[src/rtl/ocsws_pkg.sv]
package ocsws_pkg;

   // request word layout
   localparam int ACT_W      = 2;
   localparam int WIDX_W     = 4;
   localparam int WVAL_W     = 16;
   localparam int MASK_W     = 64;
   localparam int FRAC_W     = 16;
   localparam int REQ_DATA_W = 104;

   // response word layout
   localparam int CHOSEN_W   = 6;
   localparam int RSP_DATA_W = 8;

   typedef logic [ACT_W-1:0] action_type;

   localparam action_type ACT_CLEAR = 2'd0;
   localparam action_type ACT_LOAD  = 2'd1;
   localparam action_type ACT_ROUND = 2'd2;

endpackage

[src/rtl/semi_ocs_weighted_selector.sv]
// weighted roulette-wheel selector
//
// req channel: one word per command. tuser carries the action (clear element
// state, load one weight table word, run a selection round); tdata carries
// the table index, the weight, the offer mask and the random fraction.
// rsp channel: one word for each round, none for clear or load. tdata holds
// the chosen element, tuser flags that nothing was chosen.
//
// a clear or load word is taken without leaving idle. a round passes twice
// over the element slots on the shared adder (sum, then re-accumulate and
// compare), with a multiply state between and a final state that loads
// the result into the output register. req_tready is low while a round is
// in progress.
//
// the result sits in an output register; a new command is accepted while
// it waits, but a following round holds in its final state until rsp_tready
// frees the register. reset clears appearance counts and selected flags at
// once; the weight table holds nothing defined until loaded.
module semi_ocs_weighted_selector
   import ocsws_pkg::*;
#(
   parameter int ELEMENTS    = 64,
   parameter int MAX_APPEAR  = 16,
   parameter int WEIGHT_BITS = 16
) (
   input  logic                  clock,
   input  logic                  reset,
   input  logic                  req_tvalid,
   output logic                  req_tready,
   // fields from bit 0: weight_index[3:0], weight_value[15:0],
   // offer_mask[63:0], random_fraction[15:0], zero fill
   input  logic [REQ_DATA_W-1:0] req_tdata,
   // fields from bit 0: action[1:0]
   input  logic [ACT_W-1:0]      req_tuser,
   output logic                  rsp_tvalid,
   input  logic                  rsp_tready,
   // fields from bit 0: chosen_element[5:0], zero fill
   output logic [RSP_DATA_W-1:0] rsp_tdata,
   // fields from bit 0: nothing_chosen
   output logic                  rsp_tuser
);

   localparam int IDX_W = $clog2(ELEMENTS);
   localparam int CNT_W = $clog2(MAX_APPEAR);
   localparam int SUM_W = WEIGHT_BITS + IDX_W;
   localparam int TGT_W = SUM_W + FRAC_W;
   localparam logic [IDX_W:0]   ELEM_CNT = (IDX_W+1)'(ELEMENTS);
   localparam logic [CNT_W-1:0] CNT_MAX  = CNT_W'(MAX_APPEAR - 1);

   // sequencer states
   localparam logic [2:0] ST_IDLE  = 3'd0;
   localparam logic [2:0] ST_PASS1 = 3'd1;
   localparam logic [2:0] ST_MUL   = 3'd2;
   localparam logic [2:0] ST_PASS2 = 3'd3;
   localparam logic [2:0] ST_DONE  = 3'd4;

   // request word fields
   action_type          req_action;
   logic [WIDX_W-1:0]   req_widx;
   logic [WVAL_W-1:0]   req_wval;
   logic [MASK_W-1:0]   req_mask;
   logic [FRAC_W-1:0]   req_frac;

   assign req_action = req_tuser;
   assign req_widx   = req_tdata[WIDX_W-1:0];
   assign req_wval   = req_tdata[WIDX_W +: WVAL_W];
   assign req_mask   = req_tdata[WIDX_W+WVAL_W +: MASK_W];
   assign req_frac   = req_tdata[WIDX_W+WVAL_W+MASK_W +: FRAC_W];

   // control registers
   logic [2:0]          state_ff, state_in;
   logic [IDX_W:0]      iss_ff, iss_in;
   logic                st1_ff, st1_in;
   logic                st2_ff, st2_in;
   logic                found_ff, found_in;
   logic                rsp_valid_ff, rsp_valid_in;
   logic [ELEMENTS-1:0] cvalid_ff;
   logic [ELEMENTS-1:0] sel_ff;

   // payload registers
   logic [ELEMENTS-1:0] mask_ff, mask_in;
   logic [FRAC_W-1:0]   frac_ff, frac_in;
   logic [SUM_W-1:0]    acc_ff, acc_in;
   logic [TGT_W-1:0]    target_ff, target_in;
   logic                tot_zero_ff, tot_zero_in;
   logic [IDX_W-1:0]    idx1_ff, idx2_ff;
   logic                cval1_ff, sel1_ff, off1_ff, elig2_ff;
   logic [IDX_W-1:0]    chosen_ff, chosen_in;
   logic [CHOSEN_W-1:0] rsp_chosen_ff, rsp_chosen_in;
   logic                rsp_none_ff, rsp_none_in;

   // memories and their registered read data
   logic [WEIGHT_BITS-1:0] weight_mem_ff [MAX_APPEAR];
   logic [CNT_W-1:0]       count_mem_ff  [ELEMENTS];
   logic [WEIGHT_BITS-1:0] elem_w_mem_ff [ELEMENTS];
   logic [WEIGHT_BITS-1:0] wt_rd_ff;
   logic [CNT_W-1:0]       cnt_rd_ff;
   logic [WEIGHT_BITS-1:0] ew_rd_ff;

   logic                   req_fire;
   logic                   in_pass1, in_pass2, issue, pass_empty;
   logic [IDX_W-1:0]       iss_addr;
   logic [CNT_W-1:0]       cnt_eff, cnt_next;
   logic                   cnt_we, ew_we, tbl_we, hit, done_fire, do_add;
   logic [CNT_W-1:0]       tbl_addr;
   logic [WEIGHT_BITS-1:0] wt_w, add_op;

   assign req_tready = (state_ff == ST_IDLE);
   assign req_fire   = req_tvalid && req_tready;

   assign in_pass1   = (state_ff == ST_PASS1);
   assign in_pass2   = (state_ff == ST_PASS2);
   assign issue      = (in_pass1 || in_pass2) && (iss_ff != ELEM_CNT);
   assign pass_empty = !issue && !st1_ff && !st2_ff;
   assign iss_addr   = iss_ff[IDX_W-1:0];

   // pass 1, stage 1: effective count and its saturating update
   assign cnt_eff  = cval1_ff ? cnt_rd_ff : '0;
   assign cnt_next = (cnt_eff != CNT_MAX) ? cnt_eff + CNT_W'(1) : cnt_eff;
   assign cnt_we   = in_pass1 && st1_ff && off1_ff;

   // pass 1, stage 2: eligible weight, kept per element for pass 2
   assign wt_w  = elig2_ff ? wt_rd_ff : '0;
   assign ew_we = in_pass1 && st2_ff;

   // shared accumulator: stage 2 in pass 1, stage 1 in pass 2
   assign add_op = in_pass1 ? wt_w : ew_rd_ff;
   assign do_add = (in_pass1 && st2_ff) || (in_pass2 && st1_ff);

   // pass 2, stage 2: first running sum that reaches the target
   assign hit = in_pass2 && st2_ff && !found_ff && !tot_zero_ff &&
                ({acc_ff, FRAC_W'(0)} >= target_ff);

   assign tbl_we   = req_fire && (req_action == ACT_LOAD) &&
                     (32'(req_widx) < 32'(MAX_APPEAR));
   assign tbl_addr = CNT_W'(req_widx);

   assign done_fire = (state_ff == ST_DONE) && (!rsp_valid_ff || rsp_tready);

   always_comb begin
      state_in      = state_ff;
      iss_in        = issue ? iss_ff + (IDX_W+1)'(1) : iss_ff;
      st1_in        = issue;
      st2_in        = st1_ff;
      found_in      = found_ff || hit;
      chosen_in     = hit ? idx2_ff : chosen_ff;
      acc_in        = do_add ? acc_ff + SUM_W'(add_op) : acc_ff;
      mask_in       = mask_ff;
      frac_in       = frac_ff;
      target_in     = target_ff;
      tot_zero_in   = tot_zero_ff;
      rsp_valid_in  = rsp_valid_ff && !rsp_tready;
      rsp_chosen_in = rsp_chosen_ff;
      rsp_none_in   = rsp_none_ff;
      case (state_ff)
         ST_IDLE: begin
            if (req_fire && (req_action == ACT_ROUND)) begin
               state_in = ST_PASS1;
               iss_in   = '0;
               acc_in   = '0;
               found_in = 1'b0;
               mask_in  = req_mask[ELEMENTS-1:0];
               // a zero draw counts as the smallest one
               frac_in  = (req_frac == '0) ? FRAC_W'(1) : req_frac;
            end
         end
         ST_PASS1: begin
            if (pass_empty) begin
               state_in = ST_MUL;
            end
         end
         ST_MUL: begin
            target_in   = TGT_W'(frac_ff) * TGT_W'(acc_ff);
            tot_zero_in = (acc_ff == '0);
            acc_in      = '0;
            iss_in      = '0;
            state_in    = ST_PASS2;
         end
         ST_PASS2: begin
            if (pass_empty) begin
               state_in = ST_DONE;
            end
         end
         ST_DONE: begin
            if (done_fire) begin
               rsp_valid_in  = 1'b1;
               rsp_chosen_in = found_ff ? CHOSEN_W'(chosen_ff) : '0;
               rsp_none_in   = !found_ff;
               state_in      = ST_IDLE;
            end
         end
         default: begin
            state_in = ST_IDLE;
         end
      endcase
   end

   always_ff @(posedge clock) begin
      if (reset) begin
         state_ff     <= ST_IDLE;
         iss_ff       <= '0;
         st1_ff       <= 1'b0;
         st2_ff       <= 1'b0;
         found_ff     <= 1'b0;
         rsp_valid_ff <= 1'b0;
         cvalid_ff    <= '0;
         sel_ff       <= '0;
      end else begin
         state_ff     <= state_in;
         iss_ff       <= iss_in;
         st1_ff       <= st1_in;
         st2_ff       <= st2_in;
         found_ff     <= found_in;
         rsp_valid_ff <= rsp_valid_in;
         if (req_fire && (req_action == ACT_CLEAR)) begin
            cvalid_ff <= '0;
            sel_ff    <= '0;
         end else begin
            if (cnt_we) begin
               cvalid_ff[idx1_ff] <= 1'b1;
            end
            if (done_fire && found_ff) begin
               sel_ff[chosen_ff] <= 1'b1;
            end
         end
      end
   end

   always_ff @(posedge clock) begin
      mask_ff       <= mask_in;
      frac_ff       <= frac_in;
      acc_ff        <= acc_in;
      target_ff     <= target_in;
      tot_zero_ff   <= tot_zero_in;
      chosen_ff     <= chosen_in;
      rsp_chosen_ff <= rsp_chosen_in;
      rsp_none_ff   <= rsp_none_in;
      // slot pipeline
      idx1_ff  <= iss_addr;
      idx2_ff  <= idx1_ff;
      cval1_ff <= cvalid_ff[iss_addr];
      sel1_ff  <= sel_ff[iss_addr];
      off1_ff  <= mask_ff[iss_addr];
      elig2_ff <= off1_ff && !sel1_ff;
   end

   // weight table, read by effective appearance count
   always_ff @(posedge clock) begin
      if (tbl_we) begin
         weight_mem_ff[tbl_addr] <= WEIGHT_BITS'(req_wval);
      end
      wt_rd_ff <= weight_mem_ff[cnt_eff];
   end

   // appearance counts
   always_ff @(posedge clock) begin
      if (cnt_we) begin
         count_mem_ff[idx1_ff] <= cnt_next;
      end
      cnt_rd_ff <= count_mem_ff[iss_addr];
   end

   // per-element eligible weight of the current round
   always_ff @(posedge clock) begin
      if (ew_we) begin
         elem_w_mem_ff[idx2_ff] <= wt_w;
      end
      ew_rd_ff <= elem_w_mem_ff[iss_addr];
   end

   assign rsp_tvalid = rsp_valid_ff;
   assign rsp_tdata  = RSP_DATA_W'(rsp_chosen_ff);
   assign rsp_tuser  = rsp_none_ff;

   // slot pipeline only fills from its own issue stage
   a_pipe_order: assert property (@(posedge clock) disable iff (reset)
      st2_ff |-> $past(st1_ff))
      else $error("slot pipeline stage 2 without stage 1");

   // pipeline is drained whenever a new command may enter
   a_idle_drained: assert property (@(posedge clock) disable iff (reset)
      (state_ff == ST_IDLE) |-> (!st1_ff && !st2_ff))
      else $error("slot pipeline busy while idle");

   // a zero total never yields a choice
   a_zero_total: assert property (@(posedge clock) disable iff (reset)
      (in_pass2 && tot_zero_ff) |=> !found_ff)
      else $error("element chosen with zero total weight");

   // a new response only leaves the final state of a round
   a_rsp_source: assert property (@(posedge clock) disable iff (reset)
      (rsp_valid_ff && !$past(rsp_valid_ff && !rsp_tready)) |->
         $past(state_ff == ST_DONE))
      else $error("response loaded outside the final state");

   // counts are only written back during the first pass
   a_count_write: assert property (@(posedge clock) disable iff (reset)
      cnt_we |-> (state_ff == ST_PASS1))
      else $error("count write outside first pass");

endmodule

[config.mk]
export PLATFORM = sky130hd
export DESIGN_NAME = semi_ocs_weighted_selector
export DESIGN_NICKNAME = d
export VERILOG_FILES = /design/src/rtl/ocsws_pkg.sv /design/src/rtl/semi_ocs_weighted_selector.sv
export SDC_FILE = /design/constraint.sdc
export NUM_CORES = 2
export LEC_CHECK = 0
export BUFFER_PORTS_ARGS = -buffer_cell sky130_fd_sc_hd__buf_2
export CAP_MARGIN = 20
export CELL_PAD_IN_SITES_DETAIL_PLACEMENT = 1
export CELL_PAD_IN_SITES_GLOBAL_PLACEMENT = 1
export CORE_MARGIN = 3
export CORE_UTILIZATION = 27
export CTS_CLUSTER_DIAMETER = 60
export CTS_CLUSTER_SIZE = 10
export DETAILED_ROUTE_END_ITERATION = 8
export PLACE_DENSITY_LB_ADDON = 0.12
export SLEW_MARGIN = 5
export SYNTH_ARGS = -nofsm -noshare
export SYNTH_HDL_FRONTEND = slang
export SYNTH_SLANG_ARGS = --single-unit
[constraint.sdc]
create_clock -name clock -period 18.05 [get_ports clock]
set_input_delay 2.7075 -clock clock [delete_from_list [all_inputs] [get_ports clock]]
set_output_delay 2.7075 -clock clock [all_outputs]
set_load 0.01 [all_outputs]
==> impl_metrics.json <==
{
  "drv_cap": 0,
  "min_period_ns": 7.11,
  "arrival_ns": 7.71,
  "tns_ns": 0,
  "hp-start": "idx1_ff[3]",
  "dp_hpwl_um": 156000,
  "antenna_found_initial": 26,
  "fin_util_pct": 31.6,
  "synth_area_mm2": 0.0847,
  "ant_nets": 0,
  "slew_viol_final": 0,
  "fp-row-count": 204,
  "layout_setup_ws_ns": 10.94,
  "synth-edff-count": 1668,
  "numClockSinks": 1884,
  "die_x_um": 566,
  "drive_gt1_share_pct": 22.0,
  "cts_resized": 0,
  "cts_tree": "done",
  "ir_drop_mv": 0.0762,
  "gp_congestion": 0.734,
  "final_common_cell": "edfxtp_1",
  "insertion_delay_ns": 0.90,
  "fin_worst_skew_ns": 0.0630,
  "finish.net_count": 5961,
  "p_total_uw": 9470,
  "synth.avg_cell_area_um2": 16.3,
  "cts-root-buf": "clkbuf_16",
  "drt_iter0_markers": 2891,
  "numPortBuffers": 114,
  "ios": 121,
  "grt_max_degree": 92,
  "fmax_ghz": 0.141,
  "synth-seq-cells": 1884,
  "syn_inst": 5186,
  "overflow": 0,
  "instances_no_fill": 9690,
  "power_per_cell_area_mw_per_mm2": 96.6,
  "required_ns": 18.65,
  "p_int_uw": 7410,
  "dieHeight_um": 566,
  "cts.clk_slew.worst_paths_ns": 0.06,
  "p_clk_share_pct": 46.1,
  "grt_pass1_vias": 50100,
  "p_leak_uw": 0.0327,
  "crit_type": "register to register",
  "wire_per_inst_um": 25.8,
  "outcome": "complete, no violations",
  "dp_slack_ns": 10.78,
  "firstDrtPassIters": 7,
  "critPathCaptureType": "register",
  "hold_viol_final": 0,
  "netlist.area_leader.share_pct": 59.2,
  "setup_viol": 0,
  "period_share_pct": 39.4,
  "synth_seq_area_share_pct": 64.3,
  "die-area_mm2": 0.320,
  "layout_common_cells": "edfxtp_1 (1668), mux4_2 (451), inv_1 (363)",
  "async_flop_share_pct": 0,
  "tightest_slew_ns": 1.11,
  "route.detailed.drc": 0,
  "synth_cell_types": 67,
  "rr_startpoint": "acc_ff[12]",
  "post-place-cells": 9296,
  "htreeDepth": 4,
  "via_per_inst": 4.68,
  "rsz0062_at_grt": "no",
  "cts_hold_buf": 0,
  "initial_utilization_pct": 27.3,
  "crit_fanout": 12,
  "crit_path_start_kind": "register",
  "routed_wl_um": 250000,
  "pwr-share-comb_pct": 3.8,
  "synth_area_leaders": "edfxtp_1 (59%), mux4_2 (12%), fa_1 (6.6%)",
  "maxSlewHeadroom_pct": 25.8,
  "core-area_mm2": 0.310,
  "synth_warnings": 0,
  "ys.flop_type": "edfxtp_1",
  "grt.total_usage_pct": 15.5,
  "cts-buffers-inserted": 234,
  "startpoint": "acc_ff[12]",
  "hold_path_class": "register to register",
  "areaGrowthSynthToFinish_pct": 15.8,
  "vias": 45300,
  "seqPwrFrac_pct": 50.1,
  "post_cts_buffers": 0,
  "synth.largest_area_cell": "edfxtp_1",
  "grt_pass1_wl_um": 365000,
  "ctsLongestPathBuffers": 4,
  "netSwitchingFraction_pct": 21.8,
  "netSwitchingPower_uw": 2060
}
power groups by stage:
stage / clock [uW] / sequential (uW) / combinational (uW)
after floorplan: 0 / 4830 / 227
after global placement: 0 / 4840 / 363
after detailed placement: 0 / 4840 / 367
after CTS: 4540 / 4750 / 370
after global routing: 4690 / 4750 / 396
final: 4370 / 4750 / 356
critical path, stage by stage, from the launching register on:
cell and delay (ns):
dfxtp_1 0.75, buf_4 0.37, nand2_1 0.11, fa_1 0.53
inv_1 0.06, fa_1 0.53, inv_1 0.05, fa_1 0.51
inv_1 0.06, fa_1 0.54, inv_1 0.05, fa_1 0.39
fa_1 0.57, inv_1 0.06, ha_1 0.37, and3_1 0.22
a221oi_1 0.42, a31o_2 0.29, a311oi_1 0.13, nor4_1 0.44
o21ai_0 0.21, xor2_1 0.18
final cells by class:
cell class / instances / area (um2)
Fill cell: 31900 / 212000
Sequential cell: 1884 / 54400
Multi-Input combinational cell: 2638 / 27900
Clock buffer: 324 / 6330
Tap cell: 4120 / 5150
Timing Repair Buffer: 297 / 2130
Inverter: 366 / 1370
Clock inverter: 52 / 661
Antenna cell: 9 / 22.5
kinds of logic (layout without fill, tap and decap cells):
family                   after synthesis  count (layout)  share of synthesized area, %
flip-flops                          1884            1884                          64.3
AND/OR/NAND/NOR                     1109            1109                          6.13
AO/OA/AOI/OAI                        465             465                          3.50
buffers and inverters                665            1039                          3.12
other                                  1              11                       0.00443
multiplexers                         581             581                          13.6
XOR/XNOR                              51              51                         0.528
adder cells (fa/ha/maj)              430             430                          8.83
final timing paths:
kind                   end  slack, ns  cells past startpoint
max          target_ff[33]      10.94                     21
min             idx2_ff[3]       0.37                      0
max reg2reg  target_ff[33]      10.94                     21
min reg2reg     idx2_ff[3]       0.37                      0
cell usage after synthesis, types with 11 or more instances:
cell / count
a221o_1: 18
and2_1: 204
and3_1: 41
nand3b_1: 11
edfxtp_1: 1668
or3_1: 12
ha_1: 151
clkbuf_1: 211
nand4_1: 13
nor2_1: 407
mux2i_1: 65
nor2b_1: 23
a21oi_1: 203
a22oi_1: 16
buf_2: 39
buf_1: 28
nand2b_1: 11
nor4_1: 16
inv_1: 366
a31oi_1: 12
dfxtp_1: 216
xnor2_1: 33
fa_1: 279
o21ai_0: 41
a211oi_1: 88
a21o_1: 25
mux2_2: 65
buf_4: 17
xor2_1: 18
nand2_1: 284
nand3_1: 33
a221oi_1: 17
mux4_2: 451
nor3_1: 29
stage by stage:
| step | hold slack (ns) | instance area [um2] |
|---|---|---|
| 5_1_grt | 0.377 | 98000 |
| 2_1_floorplan | 0.329 | 84700 |
| 3_3_place_gp | 0.354 | 90700 |
| 4_1_cts | 0.368 | 97800 |
| 3_5_place_dp | 0.363 | 90800 |
| 6_report | 0.372 | 98000 |
routing by layer:
layer | global-route usage (%) | vias to the layer above | wire [um] | part of all wire, %
met4 | 3.77 | 0 | 5510 | 2.2
met2 | 25.5 | 701 | 120000 | 48
li1 | - | 19900 | - | -
met5 | 0 | - | 0 | 0
met1 | 21.7 | 24400 | 116000 | 46
met3 | 1.93 | 310 | 8620 | 3.5
sequential cells by signal, indices dropped and copies added, names as in the netlist, 7 cells and up:
| register | count |
|---|---|
| sel_ff | 64 |
| weight_mem_ff | 256 |
| frac_ff | 16 |
| ew_rd_ff | 16 |
| mask_ff | 64 |
| elem_w_mem_ff | 1024 |
| wt_rd_ff | 16 |
| target_ff | 38 |
| cvalid_ff | 64 |
| iss_ff | 7 |
| acc_ff | 22 |
| count_mem_ff | 256 |
Note: power is estimated with default switching activity, not from simulation.
